File: src/rtl/aht_pkg.sv
// Package: shared types and character constants for the HTML attribute tokenizer.
`timescale 1ns / 1ps
package aht_pkg;

  // Character codes the lexer looks for
  localparam logic [7:0] CH_GT     = 8'h3E;  // '>'
  localparam logic [7:0] CH_SLASH  = 8'h2F;  // '/'
  localparam logic [7:0] CH_EQ     = 8'h3D;  // '='
  localparam logic [7:0] CH_DQUOTE = 8'h22;  // '"'
  localparam logic [7:0] CH_SQUOTE = 8'h27;  // '\''
  localparam logic [7:0] CH_HYPHEN = 8'h2D;  // '-'

  // Most tokens one byte can produce
  localparam int unsigned MaxTokens = 3;

  typedef enum logic [2:0] {
    M_BEFORE    = 3'd0,
    M_KEY       = 3'd1,
    M_AFTER_KEY = 3'd2,
    M_AFTER_EQ  = 3'd3,
    M_VALUE     = 3'd4,
    M_DONE      = 3'd5
  } lex_mode_t;

  typedef enum logic [1:0] {
    K_KEY_CHAR   = 2'd0,
    K_VALUE_CHAR = 2'd1,
    K_ATTR_END   = 2'd2,
    K_STOP       = 2'd3
  } tok_kind_t;

  typedef enum logic [1:0] {
    VS_NONE   = 2'd0,
    VS_QUOTED = 2'd1,
    VS_UNTERM = 2'd2
  } val_status_t;

  typedef enum logic [1:0] {
    SC_GT    = 2'd0,
    SC_SLASH = 2'd1,
    SC_BAD   = 2'd2,
    SC_EOI   = 2'd3
  } stop_cause_t;

  typedef struct packed {
    tok_kind_t   kind;
    logic [7:0]  ch;
    val_status_t status;
    stop_cause_t cause;
    logic        last;
  } token_t;

  // Tokens produced by one accepted byte, in order, slot 0 first
  typedef struct packed {
    logic                  wr;
    logic [1:0]            count;
    token_t [MaxTokens-1:0] tok;
  } tok_group_t;

endpackage

File: src/rtl/aht_if.sv
// Interfaces: byte input channel and token output channel.
`timescale 1ns / 1ps
interface aht_byte_if;
  logic       valid;
  logic       ready;
  logic [7:0] in_byte;
  logic       begin_tag;
  logic       end_of_input;

  modport source(output valid, in_byte, begin_tag, end_of_input, input ready);
  modport sink(input valid, in_byte, begin_tag, end_of_input, output ready);
endinterface

interface aht_token_if;
  logic       valid;
  logic       ready;
  logic [1:0] token_kind;
  logic [7:0] token_char;
  logic [1:0] value_status;
  logic [1:0] stop_cause;
  logic       run_last;

  modport source(output valid, token_kind, token_char, value_status, stop_cause, run_last,
                 input ready);
  modport sink(input valid, token_kind, token_char, value_status, stop_cause, run_last,
               output ready);
endinterface

File: src/rtl/html_attribute_tokenizer.sv
// Top level of the HTML tag attribute tokenizer.
// Takes one byte of a tag body per beat on bytes and returns key characters
// (lowercased), quoted value characters, attribute ends and one stop per tag on
// tokens, one token per beat, with run_last marking the final token of a byte.
// A byte is accepted in any cycle in which the token queue has three free slots,
// so bytes stream at one per cycle while the queue drains; a byte's tokens reach
// the queue head at the earliest in the cycle after it is accepted. Sustained rate
// is bounded by the token side at one token per cycle, so bytes giving more than
// one token slow the input to match. DEPTH sets the queue size (at least 4).
`timescale 1ns / 1ps
module html_attribute_tokenizer #(
  parameter int unsigned DEPTH = 8
) (
  input  logic         clk,
  input  logic         rst,
  aht_byte_if.sink     bytes,
  aht_token_if.source  tokens
);

  aht_pkg::tok_group_t group;
  aht_pkg::token_t     head;
  logic                has_room;
  logic                head_valid;
  logic                accept;

  assign bytes.ready = has_room;
  assign accept      = bytes.valid && has_room;

  aht_lexer u_lexer (
    .clk          (clk),
    .rst          (rst),
    .accept       (accept),
    .in_byte      (bytes.in_byte),
    .begin_tag    (bytes.begin_tag),
    .end_of_input (bytes.end_of_input),
    .group        (group)
  );

  aht_queue #(.DEPTH(DEPTH)) u_queue (
    .clk        (clk),
    .rst        (rst),
    .group      (group),
    .has_room   (has_room),
    .head_valid (head_valid),
    .head_take  (tokens.ready),
    .head       (head)
  );

  // Token channel straight off the queue head
  assign tokens.valid        = head_valid;
  assign tokens.token_kind   = head.kind;
  assign tokens.token_char   = head.ch;
  assign tokens.value_status = head.status;
  assign tokens.stop_cause   = head.cause;
  assign tokens.run_last     = head.last;

endmodule

File: src/rtl/aht_lexer.sv
// Lexer core: mode register and the per-byte token decode.
`timescale 1ns / 1ps
module aht_lexer (
  input  logic                clk,
  input  logic                rst,
  input  logic                accept,
  input  logic [7:0]          in_byte,
  input  logic                begin_tag,
  input  logic                end_of_input,
  output aht_pkg::tok_group_t group
);

  typedef struct packed {
    logic              emit;
    aht_pkg::token_t   tok;
    aht_pkg::lex_mode_t mode;
  } bk_res_t;

  aht_pkg::lex_mode_t lex_mode, lex_mode_next;
  logic               quote_is_single, quote_is_single_next;

  function automatic logic is_ws(logic [7:0] c);
    return (c == 8'd32) || (c >= 8'd9 && c <= 8'd13);
  endfunction

  function automatic logic is_key_char(logic [7:0] c);
    return (c >= 8'h30 && c <= 8'h39) || (c >= 8'h61 && c <= 8'h7A) ||
           (c >= 8'h41 && c <= 8'h5A) || (c == aht_pkg::CH_HYPHEN);
  endfunction

  function automatic aht_pkg::token_t mk_tok(aht_pkg::tok_kind_t k, logic [7:0] ch,
                                             aht_pkg::val_status_t s,
                                             aht_pkg::stop_cause_t sc);
    aht_pkg::token_t t;
    t.kind   = k;
    t.ch     = ch;
    t.status = s;
    t.cause  = sc;
    t.last   = 1'b0;
    return t;
  endfunction

  // Handling of a byte where a key may start; white space leaves the mode alone
  function automatic bk_res_t before_key(logic [7:0] c);
    bk_res_t r;
    r.emit = 1'b1;
    r.mode = aht_pkg::M_DONE;
    r.tok  = mk_tok(aht_pkg::K_STOP, 8'd0, aht_pkg::VS_NONE, aht_pkg::SC_BAD);
    priority if (is_ws(c)) begin
      r.emit = 1'b0;
      r.mode = aht_pkg::M_BEFORE;
    end else if (c == aht_pkg::CH_GT) begin
      r.tok.cause = aht_pkg::SC_GT;
    end else if (c == aht_pkg::CH_SLASH) begin
      r.tok.cause = aht_pkg::SC_SLASH;
    end else if (is_key_char(c)) begin
      r.tok  = mk_tok(aht_pkg::K_KEY_CHAR, (c >= 8'h41 && c <= 8'h5A) ? (c | 8'h20) : c,
                      aht_pkg::VS_NONE, aht_pkg::SC_GT);
      r.mode = aht_pkg::M_KEY;
    end else begin
      // anything else cannot start a key
      r.tok.cause = aht_pkg::SC_BAD;
    end
    return r;
  endfunction

  // Per-byte decode: up to four candidate tokens, packed into at most three slots
  always_comb begin
    aht_pkg::lex_mode_t  mode_cur;
    aht_pkg::lex_mode_t  mode_mid;
    logic                qs_cur;
    bk_res_t             bk;
    logic                cand_v [4];
    aht_pkg::token_t     cand [4];
    logic [1:0]          n;
    logic [7:0]          c;
    logic                use_bk;
    logic                end0;

    c        = in_byte;
    mode_cur = begin_tag ? aht_pkg::M_BEFORE : lex_mode;
    qs_cur   = begin_tag ? 1'b0 : quote_is_single;
    bk       = before_key(c);
    use_bk   = 1'b0;
    end0     = 1'b0;
    mode_mid = mode_cur;
    quote_is_single_next = qs_cur;
    for (int i = 0; i < 4; i++) begin
      cand_v[i] = 1'b0;
      cand[i]   = mk_tok(aht_pkg::K_KEY_CHAR, 8'd0, aht_pkg::VS_NONE, aht_pkg::SC_GT);
    end

    unique case (mode_cur)
      aht_pkg::M_BEFORE: use_bk = 1'b1;
      aht_pkg::M_KEY: begin
        if (is_ws(c)) mode_mid = aht_pkg::M_AFTER_KEY;
        else if (c == aht_pkg::CH_EQ) mode_mid = aht_pkg::M_AFTER_EQ;
        else use_bk = 1'b1;
      end
      aht_pkg::M_AFTER_KEY: begin
        if (is_ws(c)) mode_mid = mode_cur;
        else if (c == aht_pkg::CH_EQ) mode_mid = aht_pkg::M_AFTER_EQ;
        else begin
          end0   = is_key_char(c);
          use_bk = 1'b1;
        end
      end
      aht_pkg::M_AFTER_EQ: begin
        if (is_ws(c)) mode_mid = mode_cur;
        else if (c == aht_pkg::CH_DQUOTE || c == aht_pkg::CH_SQUOTE) begin
          quote_is_single_next = (c == aht_pkg::CH_SQUOTE);
          mode_mid = aht_pkg::M_VALUE;
        end else begin
          end0   = is_key_char(c);
          use_bk = 1'b1;
        end
      end
      aht_pkg::M_VALUE: begin
        if (c == (qs_cur ? aht_pkg::CH_SQUOTE : aht_pkg::CH_DQUOTE)) begin
          cand_v[1] = 1'b1;
          cand[1]   = mk_tok(aht_pkg::K_ATTR_END, 8'd0, aht_pkg::VS_QUOTED, aht_pkg::SC_GT);
          mode_mid  = aht_pkg::M_BEFORE;
        end else begin
          cand_v[1] = 1'b1;
          cand[1]   = mk_tok(aht_pkg::K_VALUE_CHAR, c, aht_pkg::VS_NONE, aht_pkg::SC_GT);
        end
      end
      default: mode_mid = aht_pkg::M_DONE;
    endcase

    // Attribute end for a key left without a value, then the key-start decode
    if (end0) begin
      cand_v[0] = 1'b1;
      cand[0]   = mk_tok(aht_pkg::K_ATTR_END, 8'd0, aht_pkg::VS_NONE, aht_pkg::SC_GT);
    end
    if (use_bk) begin
      cand_v[1] = bk.emit;
      cand[1]   = bk.tok;
      mode_mid  = bk.mode;
    end

    // End of input closes whatever is open
    lex_mode_next = mode_mid;
    if (end_of_input && mode_mid != aht_pkg::M_DONE) begin
      if (mode_mid == aht_pkg::M_VALUE) begin
        cand_v[2] = 1'b1;
        cand[2]   = mk_tok(aht_pkg::K_ATTR_END, 8'd0, aht_pkg::VS_UNTERM, aht_pkg::SC_GT);
      end
      cand_v[3] = 1'b1;
      cand[3]   = mk_tok(aht_pkg::K_STOP, 8'd0, aht_pkg::VS_NONE, aht_pkg::SC_EOI);
      lex_mode_next = aht_pkg::M_DONE;
    end

    // Pack into slots and mark the last one
    n = 2'd0;
    group.tok = '0;
    for (int i = 0; i < 4; i++) begin
      if (cand_v[i] && n != 2'd3) begin
        group.tok[n] = cand[i];
        n = n + 2'd1;
      end
    end
    if (n != 2'd0) group.tok[n - 2'd1].last = 1'b1;
    group.count = n;
    group.wr    = accept && (n != 2'd0);
  end

  // Mode and quote registers advance on each accepted byte
  always_ff @(posedge clk) begin
    if (rst) begin
      lex_mode        <= aht_pkg::M_BEFORE;
      quote_is_single <= 1'b0;
    end else if (accept) begin
      lex_mode        <= lex_mode_next;
      quote_is_single <= quote_is_single_next;
    end
  end

endmodule

File: src/rtl/aht_queue.sv
// Token queue: takes up to three tokens per cycle, hands out one per beat.
`timescale 1ns / 1ps
module aht_queue #(
  parameter int unsigned DEPTH = 8
) (
  input  logic                clk,
  input  logic                rst,
  input  aht_pkg::tok_group_t group,
  output logic                has_room,
  output logic                head_valid,
  input  logic                head_take,
  output aht_pkg::token_t     head
);

  localparam int unsigned PtrW = $clog2(DEPTH);
  localparam int unsigned CntW = $clog2(DEPTH + 1);
  localparam logic [PtrW:0] DepthW = (PtrW + 1)'(DEPTH);
  localparam logic [CntW-1:0] RoomLimit = CntW'(DEPTH - aht_pkg::MaxTokens);

  aht_pkg::token_t mem [DEPTH];
  logic [PtrW-1:0] wr_ptr, rd_ptr;
  logic [CntW-1:0] count;
  logic [CntW-1:0] wr_n;
  logic            pop;

  function automatic logic [PtrW-1:0] wrap_add(logic [PtrW-1:0] p, logic [1:0] k);
    logic [PtrW:0] s;
    s = {1'b0, p} + (PtrW + 1)'(k);
    if (s >= DepthW) s = s - DepthW;
    return s[PtrW-1:0];
  endfunction

  assign has_room   = (count <= RoomLimit);
  assign head_valid = (count != '0);
  assign head       = mem[rd_ptr];
  assign pop        = head_valid && head_take;
  assign wr_n       = group.wr ? CntW'(group.count) : '0;

  // Storage: tokens of one byte go into consecutive slots
  always_ff @(posedge clk) begin
    if (group.wr) begin
      for (int i = 0; i < aht_pkg::MaxTokens; i++) begin
        if (2'(i) < group.count) mem[wrap_add(wr_ptr, 2'(i))] <= group.tok[i];
      end
    end
  end

  // Pointers and fill count
  always_ff @(posedge clk) begin
    if (rst) begin
      wr_ptr <= '0;
      rd_ptr <= '0;
      count  <= '0;
    end else begin
      if (group.wr) wr_ptr <= wrap_add(wr_ptr, group.count);
      if (pop) rd_ptr <= wrap_add(rd_ptr, 2'd1);
      count <= count + wr_n - CntW'(pop);
    end
  end

endmodule

File: src/flat_wrapper.sv
// flat-port wrapper written by rule: the top's interface ports become plain ports
module html_attribute_tokenizer_flat 
#(
  parameter int unsigned DEPTH = 8
)
  (clk, rst, bytes_valid, bytes_in_byte, bytes_begin_tag, bytes_end_of_input, bytes_ready, tokens_valid, tokens_token_kind, tokens_token_char, tokens_value_status, tokens_stop_cause, tokens_run_last, tokens_ready);
  aht_byte_if bytes_i ();
  aht_token_if tokens_i ();
  input  logic clk;
  input  logic rst;
  input wire logic [$bits(bytes_i.valid)-1:0] bytes_valid;
  input wire logic [$bits(bytes_i.in_byte)-1:0] bytes_in_byte;
  input wire logic [$bits(bytes_i.begin_tag)-1:0] bytes_begin_tag;
  input wire logic [$bits(bytes_i.end_of_input)-1:0] bytes_end_of_input;
  output wire logic [$bits(bytes_i.ready)-1:0] bytes_ready;
  output wire logic [$bits(tokens_i.valid)-1:0] tokens_valid;
  output wire logic [$bits(tokens_i.token_kind)-1:0] tokens_token_kind;
  output wire logic [$bits(tokens_i.token_char)-1:0] tokens_token_char;
  output wire logic [$bits(tokens_i.value_status)-1:0] tokens_value_status;
  output wire logic [$bits(tokens_i.stop_cause)-1:0] tokens_stop_cause;
  output wire logic [$bits(tokens_i.run_last)-1:0] tokens_run_last;
  input wire logic [$bits(tokens_i.ready)-1:0] tokens_ready;
  assign bytes_i.valid = bytes_valid;
  assign bytes_i.in_byte = bytes_in_byte;
  assign bytes_i.begin_tag = bytes_begin_tag;
  assign bytes_i.end_of_input = bytes_end_of_input;
  assign bytes_ready = bytes_i.ready;
  assign tokens_valid = tokens_i.valid;
  assign tokens_token_kind = tokens_i.token_kind;
  assign tokens_token_char = tokens_i.token_char;
  assign tokens_value_status = tokens_i.value_status;
  assign tokens_stop_cause = tokens_i.stop_cause;
  assign tokens_run_last = tokens_i.run_last;
  assign tokens_i.ready = tokens_ready;
  html_attribute_tokenizer #(.DEPTH(DEPTH)) u_core (.clk(clk), .rst(rst), .bytes(bytes_i), .tokens(tokens_i));
endmodule
File: config.mk
export PLATFORM = sky130hd
export DESIGN_NAME = html_attribute_tokenizer_flat
export DESIGN_NICKNAME = d
export VERILOG_FILES = /design/src/rtl/aht_pkg.sv /design/src/rtl/aht_if.sv /design/src/rtl/html_attribute_tokenizer.sv /design/src/rtl/aht_lexer.sv /design/src/rtl/aht_queue.sv /design/src/flat_wrapper.sv
export SDC_FILE = /design/constraint.sdc
export NUM_CORES = 1
export LEC_CHECK = 0
export BUFFER_PORTS_ARGS = -buffer_cell sky130_fd_sc_hd__buf_2
export CORE_UTILIZATION = 30
export DETAILED_ROUTE_END_ITERATION = 12
export HOLD_SLACK_MARGIN = 0.12
export SKIP_LAST_GASP = 1
export SLEW_MARGIN = 40
export SYNTH_ARGS = -nofsm -noshare
export SYNTH_HDL_FRONTEND = slang
export SYNTH_HIERARCHICAL = 1
export SYNTH_SLANG_ARGS = --single-unit
File: constraint.sdc
create_clock -name clk -period 7.95 [get_ports clk]
set_clock_uncertainty 0.15 [all_clocks]
set_input_delay 1.59 -clock clk [delete_from_list [all_inputs] [get_ports clk]]
set_output_delay 1.59 -clock clk [all_outputs]
set_load 0.02 [all_outputs]
==> impl_metrics.json <==
{
  "status": "finished, violations left",
  "failed_checks": "DRC",
  "ios": 31,
  "tightestPinTransition_ns": 0.8448,
  "worstHoldStart": "u_core/u_lexer/quote_is_single$_SDFFE_PP0P_",
  "power_switching_mw": 0.8903,
  "cts_max_path_buffers": 2,
  "synth_warnings": 6,
  "fillers": 3088,
  "crit_cells": 25,
  "avgSynthCellArea_um2": 8.707,
  "cts_max_level": 4,
  "vias": 8069,
  "drive_gt1_share_pct": 16.12,
  "reg2regPathDepth": 24,
  "core_area_um2": 30830,
  "port_buffers": 30,
  "critPathArrivalTime_ns": 7.54,
  "totalWireLength_mm": 28.50,
  "crit_fanout": 9,
  "netlist_area_um2": 9455,
  "hold_viol_final": 0,
  "cts.sink_count": 137,
  "seq_area_frac_synth_pct": 41.71,
  "netlist_instances": 1086,
  "grt_max_degree": 31,
  "synth-edff-count": 120,
  "drcViolationCount": 1,
  "cts_tree": "yes",
  "swShare_pct": 33.32,
  "drtIter0Drc": 961,
  "cts_buffers": 17,
  "row_count": 64,
  "synthArstFlopShare_pct": 0,
  "dp_hpwl_mm": 19.17,
  "slew_viol_final": 0,
  "gp_congestion": 0.8678,
  "syn2layout_area_growth_pct": 10.75,
  "place_area_um2": 9867,
  "reg2reg_from": "u_core/u_lexer/lex_mode[1]$_SDFFE_PP0P_",
  "grt_pass1_wl_mm": 44.17,
  "layout.nets": 1094,
  "startpoint": "bytes_in_byte[6]",
  "finalSetupViolations": 0,
  "clock_latency_ns": 0.43,
  "power.density_nw_per_um2": 255.1,
  "synthFlopType": "edfxtp_1",
  "final.setup.tns_ns": 0,
  "drt_pass1_iterations": 11,
  "vias_per_cell": 5.493,
  "grt_pass1_vias": 7582,
  "fin_crit_ns": 7.382,
  "cts_setup_buffers": 0,
  "p_leak_nw": 3.879,
  "holdWs_ns": 0.3363,
  "ant_nets": 0,
  "ir_drop_mv": 0.1915,
  "cp.required_ns": 8.11,
  "hold_depth": 2,
  "worst-path-buf-inv": 5,
  "holdBufCountCts": 0,
  "ys_seq_elements": 137,
  "combPwrFrac_pct": 33.5,
  "cp-start-kind": "primary input",
  "design_area_um2": 10470,
  "slowest_delay_ns": 0.55,
  "hold_path_class": "flop to flop",
  "rsz0062_at_grt": "no",
  "overflow": 0,
  "seq_power_share_pct": 35.2,
  "slew-limit-headroom_pct": 43.30,
  "crit_path_end_kind": "flop",
  "grtUsageTotal_pct": 17.77,
  "period_share_pct": 92.86,
  "maxCapViolCount": 0,
  "crit_family": "simple AND/OR/NAND/NOR gates",
  "fp.dieH_um": 179.5,
  "clkSlewWorstSetupHoldPaths_ns": 0.06,
  "fmax_mhz": 135.5,
  "critical_path_class": "primary input to flop",
  "synth_cell_types": 65,
  "postCtsResizedCells": 0,
  "p_int_mw": 1.781,
  "avgRoutedWirePerCell_um": 19.40,
  "initial_core_util_pct": 30.67,
  "slowest_stage": "or4_4",
  "n_antenna_cell": 0,
  "fp.dieW_um": 179.5,
  "root_buffer": "clkbuf_16",
  "antenna_found_initial": 0,
  "die_area_um2": 32230,
  "clkPwrFrac_pct": 31.3
}
==> Yosys cell counts (7+ instances only) <==
cell type / n / share of area, %
ha_1: 16 / 2.1
clkbuf_2: 17 / 0.90
edfxtp_1: 120 / 38
buf_4: 30 / 2.4
o21ai_0: 12 / 0.64
dfxtp_1: 17 / 3.6
and2_1: 20 / 1.3
clkbuf_1: 51 / 2.0
nor3_1: 7 / 0.37
a31oi_1: 122 / 8.1
nor2b_1: 9 / 0.60
inv_1: 19 / 0.75
nand2b_1: 10 / 0.66
a21oi_1: 11 / 0.58
mux4_2: 30 / 7.1
and3_1: 7 / 0.46
nand2_1: 262 / 10
nor2_1: 153 / 6.1
buf_2: 25 / 1.3
or3_1: 10 / 0.66
mux2_2: 16 / 1.9
nand3_1: 22 / 1.2
buf_1: 12 / 0.48
==> power by group through the flow <==
| stage | Sequential (mW) | Clock, mW | Combinational (mW) |
|---|---|---|---|
| 6_report | 0.940 | 0.836 | 0.896 |
| 5_1_grt | 0.948 | 0.875 | 0.983 |
| 4_1_cts | 0.939 | 0.842 | 0.899 |
| 3_5_place_dp | 0.954 | 0 | 0.896 |
| 3_3_place_gp | 0.952 | 0 | 0.886 |
| 2_1_floorplan | 0.932 | 0 | 0.669 |
==> final timing paths <==
kind	to	slack, ns
max reg2reg	u_core/u_queue/count[2]$_SDFF_PP0_	1.95
min reg2reg	u_core/u_lexer/quote_is_single$_SDFFE_PP0P_	0.34
min	u_core/u_lexer/quote_is_single$_SDFFE_PP0P_	0.34
max	u_core/u_queue/count[2]$_SDFF_PP0_	0.57
==> routing by layer <==
layer / share of wire (%) / up-vias / track usage (%)
met4: 3.1 / 0 / 7.379
met2: 46 / 398 / 28.69
met1: 43 / 3875 / 23.75
met5: 0 / - / 0
met3: 7.8 / 55 / 2.735
li1: - / 3741 / -
==> cell usage in the layout (no fill, tap or decap), drive strengths merged, types with 7 or more instances in the layout <==
cell type / count
nand2: 262
a21oi: 11
edfxtp: 120
mux2: 16
buf: 83
and3: 7
o21ai: 14
conb: 11
nor3: 11
nor2: 153
xnor2: 7
nand2b: 10
nor2b: 9
or3: 10
clkbuf: 19
dfxtp: 17
nand3: 22
ha: 16
inv: 21
a31oi: 122
and2: 21
mux4: 30
==> worst register-to-register path, delay by kind of cell (launching register included) <==
family | cells | cell delay (ns)
flip-flops | 1 | 0.49
adder cells (fa/ha/maj) | 4 | 1.07
AO/OA/AOI/OAI | 8 | 2.24
XOR/XNOR | 3 | 0.56
buffers and inverters | 4 | 0.51
AND/OR/NAND/NOR | 5 | 0.87
==> logic make-up after synthesis <==
family / after synthesis / synth area share, %
multiplexers: 49 / 9.369
AO/OA/AOI/OAI: 177 / 12.24
XOR/XNOR: 13 / 1.284
buffers and inverters: 155 / 7.979
AND/OR/NAND/NOR: 536 / 24.84
other: 1 / 0.03966
adder cells (fa/ha/maj): 18 / 2.541
flip-flops: 137 / 41.71
==> through the flow <==
step / utilization, % / worst slack, ns / power, mW / std cells
floorplan: - / 0.1300 / 1.601 / 1096
global placement: 31.98 / 0.3879 / 1.838 / 1439
detailed placement: 32.00 / 0.2314 / 1.849 / 1439
CTS: 33.97 / 0.6736 / 2.681 / 1469
global route: 33.97 / 0.2799 / 2.806 / 1469
finish: 33.97 / 0.5676 / 2.672 / 1469
==> layout make-up <==
type                            count  area, µm²  area share [%]
Multi-Input combinational cell    804       4806           45.90
Sequential cell                   137       3946           37.69
Clock buffer                       19      432.9           4.134
Tap cell                          396      495.5           4.732
Inverter                           19      71.32          0.6811
Timing Repair Buffer               83      548.0           5.234
Clock inverter                     11      171.4           1.637
==> state kept, by name, indices dropped and copies added, names as in the netlist, named ones only <==
register	count
u_core/u_queue/wr_ptr	3
u_core/u_lexer/lex_mode	3
u_core/u_queue/count	4
u_core/u_lexer/quote_is_single	1
u_core/u_queue/mem	120
u_core/u_queue/rd_ptr	3
No activity file was read; power rests on OpenSTA's default activity.
